[config.mk]
export PLATFORM = sky130hd
export DESIGN_NAME = rtra_ctrl
export DESIGN_NICKNAME = d
export VERILOG_FILES = /design/src/hw/rtl/rtra_pkg.sv /design/src/hw/rtl/rtra_ctrl.sv
export SDC_FILE = /design/constraint.sdc
export NUM_CORES = 1
export LEC_CHECK = 0
export BUFFER_PORTS_ARGS = -buffer_cell sky130_fd_sc_hd__buf_2
export CAP_MARGIN = 5
export CORE_AREA = 5 5 42 44
export DETAILED_ROUTE_END_ITERATION = 10
export DIE_AREA = 0 0 47 49
export GPL_ROUTABILITY_DRIVEN = 0
export PLACE_DENSITY = 0.57
export SLEW_MARGIN = 10
export SYNTH_ARGS = -nofsm -noshare
export SYNTH_HDL_FRONTEND = slang
export SYNTH_SLANG_ARGS = --single-unit
[constraint.sdc]
create_clock -name clk -period 1.8 [get_ports clk]
set_input_delay 0.18 -clock clk [delete_from_list [all_inputs] [get_ports clk]]
set_output_delay 0.18 -clock clk [all_outputs]
set_load 0.1 [all_outputs]
[src/hw/rtl/rtra_pkg.sv]
`default_nettype none

package rtra_pkg;

    // Defaults for the top-level parameters
    localparam int unsigned STORE_BYTES_DEF = 65536;
    localparam int unsigned BLOCK_BYTES_DEF = 256;
    localparam int unsigned POS_BITS_DEF    = 32;

    // Run-length ROM: RUN_CODES powers of 1.2, then one zero entry
    localparam int unsigned RUN_CODES = 85;
    localparam int unsigned LEN_W     = 23;   // round(1.2^84) < 2^23

    // Operation codes (tuser)
    localparam logic [1:0] FUNC_CLEAR  = 2'd0;
    localparam logic [1:0] FUNC_APPEND = 2'd1;
    localparam logic [1:0] FUNC_QUERY  = 2'd2;

    // Result status codes
    localparam logic [1:0] STAT_OK       = 2'd0;
    localparam logic [1:0] STAT_RANGE    = 2'd1;
    localparam logic [1:0] STAT_MISMATCH = 2'd2;
    localparam logic [1:0] STAT_FULL     = 2'd3;

    typedef struct packed {
        logic [LEN_W-1:0] len;
        logic [1:0]       val;
    } code_info_t;

    typedef code_info_t [255:0] code_rom_t;

    // Controller -> datapath
    typedef struct packed {
        logic capture;
        logic exec;
        logic srch_issue;
        logic srch_cmp;
        logic walk_init;
        logic walk;
        logic emit;
    } cmd_t;

    // Datapath -> controller
    typedef struct packed {
        logic need_search;
        logic srch_more;
        logic walk_done;
        logic out_free;
    } sts_t;

    // Elaboration-time ROM build: powers of 6/5 in 64.64 fixed point,
    // rounded half up, indexed directly by the code byte.
    function automatic code_rom_t build_code_rom();
        longint unsigned  ip;
        longint unsigned  fr;
        longint unsigned  p0;
        longint unsigned  p1;
        longint unsigned  low;
        longint unsigned  carry;
        longint unsigned  n;
        longint unsigned  rem;
        longint unsigned  t;
        longint unsigned  q1;
        longint unsigned  q0;
        logic [LEN_W-1:0] runlen [0:RUN_CODES];
        code_rom_t        rom;
        ip = 64'd1;
        fr = 64'd0;
        for (int k = 0; k < RUN_CODES; k++)
        begin
            runlen[k] = LEN_W'(ip + (fr >> 63));
            p0    = (fr & 64'hFFFF_FFFF) * 64'd6;
            p1    = (fr >> 32) * 64'd6 + (p0 >> 32);
            low   = (p1 << 32) | (p0 & 64'hFFFF_FFFF);
            carry = p1 >> 32;
            n     = ip * 64'd6 + carry;
            ip    = n / 64'd5;
            rem   = n % 64'd5;
            t     = (rem << 32) | (low >> 32);
            q1    = t / 64'd5;
            t     = ((t % 64'd5) << 32) | (low & 64'hFFFF_FFFF);
            q0    = t / 64'd5;
            fr    = (q1 << 32) | q0;
        end
        runlen[RUN_CODES] = '0;
        for (int b = 0; b < 256; b++)
        begin
            rom[b].len = runlen[b / 3];
            rom[b].val = 2'(b % 3);
        end
        return rom;
    endfunction

    localparam code_rom_t CODE_ROM = build_code_rom();

endpackage

`default_nettype wire

[src/hw/rtl/rtra_ctrl.sv]
`default_nettype none

module rtra_ctrl (
    input  wire logic          clk,
    input  wire logic          rst_n,
    input  wire logic          in_valid,
    output logic               in_ready,
    input  wire rtra_pkg::sts_t sts,
    output rtra_pkg::cmd_t     cmd
);

    typedef enum logic [6:0] {
        S_IDLE   = 7'b0000001,
        S_EXEC   = 7'b0000010,
        S_SISSUE = 7'b0000100,
        S_SCMP   = 7'b0001000,
        S_BASE   = 7'b0010000,
        S_WALK   = 7'b0100000,
        S_DONE   = 7'b1000000
    } state_t;

    state_t state_reg;
    state_t state_next;

    always_comb
    begin
        state_next = state_reg;
        cmd        = '0;
        in_ready   = 1'b0;
        case (state_reg)
            S_IDLE:
            begin
                in_ready    = 1'b1;
                cmd.capture = in_valid;
                if (in_valid)
                    state_next = S_EXEC;
            end
            S_EXEC:
            begin
                cmd.exec   = 1'b1;
                state_next = sts.need_search ? S_SISSUE : S_DONE;
            end
            S_SISSUE:
            begin
                cmd.srch_issue = 1'b1;
                state_next     = sts.srch_more ? S_SCMP : S_BASE;
            end
            S_SCMP:
            begin
                cmd.srch_cmp = 1'b1;
                state_next   = S_SISSUE;
            end
            S_BASE:
            begin
                cmd.walk_init = 1'b1;
                state_next    = S_WALK;
            end
            S_WALK:
            begin
                cmd.walk = 1'b1;
                if (sts.walk_done)
                    state_next = S_DONE;
            end
            S_DONE:
            begin
                cmd.emit = sts.out_free;
                if (sts.out_free)
                    state_next = S_IDLE;
            end
            default:
            begin
                state_next = S_IDLE;
            end
        endcase
    end

    always_ff @(posedge clk or negedge rst_n)
    begin
        if (!rst_n)
            state_reg <= S_IDLE;
        else
            state_reg <= state_next;
    end

endmodule

`default_nettype wire

==> results.toml, run 1 <==
[setup_path]
crit_required_ps = 1620
critPathMaxFanout = 5
worstPathArrival_ps = 1600
start_kind = "flop"
setup.worst_path.class = "reg -> out"
endpoint_kind = "output port"

[synthesis]
netlist_instances = 40
synth_cell_types = 24
synth-seq-area-share_pct = 40.3
synth_area_um2 = 438
syn-num-nets = 47
yosys_warnings = 0
syn_avg_cell_area_um2 = 10.9
ys_ff_latch = 7

[min_path]
hp-class = "in -> reg"

[job]
cap_violations = 0

[cts]
cts.sinks = 7
cts-root-buf = "clkbuf_4"
cts.path.max_buffers = 2
cts_buffers = 3
h-tree-depth = 1
clk_pin_slew_ps = 50
cts_tree = "done"
clk_latency_ps = 250

[sta]
rsz0062_at_grt = "yes"
hold_ws_ps = 100
hold_viol = 0
finalSetupViolations = 0
fin_worst_skew_ps = 2.59
clock.fmax_ghz = 0.563
finalCritPeriodShare_pct = 98.7
finalSetupTns_ps = 0
layout_min_cycle_time_ps = 1780
worst_pin_slew_ps = 394
fin_ws_ps = 23.3
slew_headroom_pct = 73.3
timing.final.max_slew_violations = 0

[outcome]
outcome = "finished, final reports clean"

[floorplanning]
die_h_um = 49
initial_core_util_pct = 31.3
num_rows = 14
fp.coreArea_um2 = 1400
die_w_um = 47
die_area_um2 = 2300
ios = 15

[finish]
n_antenna_cell = 0
drive_above_1_share_pct = 63.6
fillers = 130
nNetsFinal = 74
fin_cells = 82
regArea_um2 = 179
largest_reg_flops = 7
syn_to_final_growth_pct = 81.4
multi_input_area_um2 = 294

[drt]
drt_pass1_iterations = 4
drtIter0Drc = 6
via_per_inst = 4.87
wl_um = 1000
postRouteAntennaNets = 0
drc_errors = 0
wl_per_cell_um = 12.2
vias = 399

[power_and_ir_drop]
power_density_nw_per_um2 = 1470
leakage_nw = 0.345
ir_drop_v = 0.00122

[grt]
grt_max_degree = 8
grt_pass1_wl_um = 1780
gr-usage-all-layers_pct = 10.3
antenna_found_initial = 0
grt_pass1_vias = 409
grt_overflow = 0

[placed_design]
dp_hpwl_um = 798
numPortBuffers = 14
dp.cells = 72
place_ws_ps = 47.0
worst paths after layout:
kind | cells past startpoint | slack [ps] | end | start
min in group asynchronous | 2 | 300 | state_reg[2]$_DFFE_PN0P_ | rst_n
hold / removal | 2 | 100 | state_reg[0]$_DFFE_PN1P_ | in_valid
setup reg to reg | 5 | 340 | state_reg[0]$_DFFE_PN1P_ | state_reg[3]$_DFFE_PN0P_
max in group asynchronous | 2 | 1280 | state_reg[0]$_DFFE_PN1P_ | rst_n
setup / recovery | 4 | 20 | cmd[1] | state_reg[1]$_DFFE_PN0P_
hold reg to reg | 2 | 740 | state_reg[5]$_DFFE_PN0P_ | state_reg[5]$_DFFE_PN0P_
Yosys cell counts:
library cell	count	area (um2)
a221o_1	1	10.0
nand2b_2	1	8.76
nor2_1	2	7.51
inv_1	4	15.0
and3_1	2	12.5
nand2_1	3	11.3
nor3b_2	2	25.0
dfrtp_1	6	150
nand3_1	1	5.00
and2_1	2	12.5
nor3_2	1	10.0
o32ai_2	1	16.3
o21ai_0	1	5.00
nor4b_4	1	23.8
nand2_2	1	6.26
dfstp_2	1	26.3
nor4b_1	2	17.5
nor4_4	1	21.3
nor3_1	2	10.0
and2b_1	1	7.51
nand4bb_1	1	11.3
xnor2_1	1	8.76
a21o_1	1	7.51
o31a_1	1	8.76
per-stage QoR:
stage | area [um2] | util [%] | power, mW
global placement | 704 | 50.3 | 0.962
detailed placement | 704 | 50.3 | 0.965
global route | 795 | 56.7 | 1.23
floorplan | 479 | - | 0.752
finish | 795 | 56.7 | 1.17
CTS | 764 | 54.6 | 1.15
report_power, final:
group,total [mW],switching [mW],internal [mW]
registers,0.258,0.0596,0.198
logic,0.766,0.443,0.323
clock network,0.142,0.0574,0.0846
total,1.17,0.560,0.605
placed cells by master, fill, tap and decap left out, types with 2 or more instances in the layout:
cell type,Yosys,final
dfrtp_1,6,4
nor4b_4,1,2
buf_4,0,7
dfrtp_2,0,2
nand2_1,3,3
clkinvlp_4,0,2
buf_2,0,6
buf_12,0,8
nor3b_4,0,2
nor2_1,2,2
nor3_4,0,2
clkbuf_4,0,3
cells by family (layout without fill, tap and decap cells):
kind of cell           Yosys count  in the layout  synth area share [%]
AO/OA/AOI/OAI                    5              5                  10.9
XOR/XNOR                         1              1                  2.00
buffers and inverters            4             30                  3.43
flip-flops                       7              7                  40.3
AND/OR/NAND/NOR                 23             23                  43.4
critical path, stage by stage (launching register included):
cell and delay, ps:
dfrtp_2 460, nor4_4 350, nand3_1 210, clkinvlp_4 150, buf_12 170
repair_timing:
action,CTS,global route
gates resized for setup,3,1
hold buffers,1,0
hold endpoints to repair,7,0
buffers inserted,1,4
endpoints found under the setup margin,4,7
pin swaps,2,4
final cells by class:
type | instances | share of cell area (%)
timing repair buffer | 22 | 31.8
inverter | 4 | 2.83
tap | 16 | 2.52
clock buffer | 4 | 3.31
sequential | 7 | 22.5
multi-input combinational | 29 | 37.0
metal layers:
metal | vias up | track usage (%) | share of wire (%)
met2 | 13 | 15.6 | 49
met1 | 190 | 14.3 | 44
li1 | 196 | - | -
met3 | 0 | 2.58 | 6.9
met4 | 0 | 2.76 | 0
met5 | - | 0 | 0
(Power assumes the default switching activity.)
==> inputs of run 2 (changes only) <==
Settings changed: GPL_TIMING_DRIVEN set to 0, RECOVER_POWER set to 25.
==> run 2 against run 1 <==
Net effect: the flow now finishes with violations (setup timing); total power grew 4.6%; critical endpoint is now cmd[2]; die area unchanged; sequential power up 2%; non-clock buffer count grew 4; setup slack got worse by 23 ps; design area is 6.5% higher; highest routed layer is now met4; critical path depth is the same; maximum frequency is 1.3% lower; largest cell class unchanged; flip-flop and latch count unchanged; clock-buffer cell count unchanged; critical path type unchanged.
==> results.toml, run 2 (same netlist as run 1, synthesis figures left out) <==
[setup_path]
setup.worst_path.class = "reg -> out"
cp_slowest_stage_delay_ps = 460
r2r-start = "state_reg[2]$_DFFE_PN0P_"
rrSetupSlack_ps = 200
cp_cell_sequence = "nor4_4 > nand4bb_1 > inv_2 > buf_12"
crit_family = "simple AND/OR/NAND/NOR gates"
crit_required_ps = 1620
path_buf_inv = 2
endpoint_kind = "output port"
slowest_stage = "dfrtp_2"
start_kind = "flop"
worstReg2RegEnd = "state_reg[6]$_DFFE_PN0P_"
cp_num_cells = 4
critPathMaxFanout = 5
rr_worst_depth = 5
worstPathArrival_ps = 1620

[power_and_ir_drop]
leakage_nw = 0.362
ir_drop_v = 0.00114
power_density_nw_per_um2 = 1440

[min_path]
hp-class = "in -> reg"
min_path_cells = 2
min-delay-start = "in_valid"
worstHoldEndpoint = "state_reg[0]$_DFFE_PN1P_"

[finish]
final_cell_mix = "buf_4 (10), buf_12 (7), buf_2 (5)"
final_core_util_pct = 60.4
regArea_um2 = 181
fillers = 129
layout_commonest_cell = "buf_4"
largest_reg_flops = 7
syn_to_final_growth_pct = 93.1
drive_above_1_share_pct = 72.9
multi_input_area_um2 = 319
nNetsFinal = 78
n_antenna_cell = 0
fin_cells = 86

[sta]
timing.final.max_slew_violations = 0
layout_min_cycle_time_ps = 1800
fin_worst_skew_ps = 5.69
hold_ws_ps = 95.0
worst_pin_slew_ps = 416
finalSetupViolations = 1
finalSetupTns_ps = -0.136
rsz0062_at_grt = "yes"
fin_ws_ps = -0.136
hold_viol = 0
slew_headroom_pct = 72.3
finalCritPeriodShare_pct = 100
clock.fmax_ghz = 0.556

[drt]
vias = 429
postRouteAntennaNets = 0
wl_um = 1220
drc_errors = 0
wl_per_cell_um = 14.2
drtIter0Drc = 9
drt_pass1_iterations = 4
via_per_inst = 4.99

[floorplanning]
die_w_um = 47
num_rows = 14
fp.coreArea_um2 = 1400
die_h_um = 49
die_area_um2 = 2300
ios = 15
initial_core_util_pct = 31.3

[cts]
cts_buffers = 3
h-tree-depth = 1
cts.path.max_buffers = 2
cts_tree = "done"
cts.sinks = 7
clk_latency_ps = 250
cts-root-buf = "clkbuf_4"
clk_pin_slew_ps = 60

[outcome]
violations = "setup timing"
outcome = "finished with violations"

[job]
cap_violations = 0

[placed_design]
numPortBuffers = 14
dp.cells = 70
dp_hpwl_um = 735

[grt]
grt_pass1_wl_um = 1660
grt_max_degree = 8
gr-usage-all-layers_pct = 10.3
grt_pass1_vias = 400
antenna_found_initial = 0
grt_overflow = 0
[run 2: changes by cell type in the layout (fill, tap and decap cells not counted), sizes merged]
| cell | previous run | this run |
|---|---|---|
| clkbuf | 4 | 5 |
| buf | 21 | 24 |
[run 2: per-layer routing]
metal | up-vias | wire [um] | track usage [%]
met1 | 211 | 476 | 11.3
met4 | 0 | 6 | 6.91
met2 | 9 | 682 | 15.6
met3 | 2 | 58 | 4.06
met5 | - | 0 | 0
li1 | 207 | - | -
[run 2: area by class of cell]
| class | count | share of cell area (%) |
|---|---|---|
| well taps | 16 | 2.37 |
| clock buffers | 4 | 3.11 |
| flip-flops and latches | 7 | 21.4 |
| repair buffers | 26 | 32.7 |
| inverters | 4 | 2.66 |
| multi-input cells | 29 | 37.7 |
[run 2: worst max path at each step]
stage	start	to
after floorplan	state_reg[6]$_DFFE_PN0P_	state_reg[3]$_DFFE_PN0P_
after global placement	state_reg[0]$_DFFE_PN1P_	in_ready
after detailed placement	state_reg[0]$_DFFE_PN1P_	in_ready
after CTS	state_reg[1]$_DFFE_PN0P_	cmd[0]
after global routing	state_reg[2]$_DFFE_PN0P_	cmd[2]
final	state_reg[2]$_DFFE_PN0P_	cmd[2]
[run 2: through the flow]
| stage | worst slack (ps) | total power, mW | cell area (um2) |
|---|---|---|---|
| 2_1_floorplan | -169 | 0.752 | 479 |
| 3_3_place_gp | -139 | 0.825 | 569 |
| 3_5_place_dp | -161 | 0.829 | 569 |
| 4_1_cts | -11.0 | 1.08 | 693 |
| 5_1_grt | -101 | 1.28 | 846 |
| 6_report | -0.136 | 1.22 | 846 |
[run 2: worst register-to-register path, cell delays in order (launching register included)]
cell,delay (ps)
dfrtp_2,460
nor4_4,420
nand2b_4,100
buf_4,150
nor4b_4,260
a221o_1,150
[run 2: report_power, final]
part	internal, mW	total, mW	switching (mW)
combinational	0.342	0.810	0.468
sequential	0.199	0.262	0.0628
clock	0.0849	0.148	0.0626
total	0.626	1.22	0.593
[run 2: what timing repair did]
action,in CTS,in global routing
setup endpoints to repair,8,8
endpoints found under the hold margin,7,0
gates resized for setup,23,20
hold buffers,1,0
buffers inserted,1,10
pin swaps,2,7
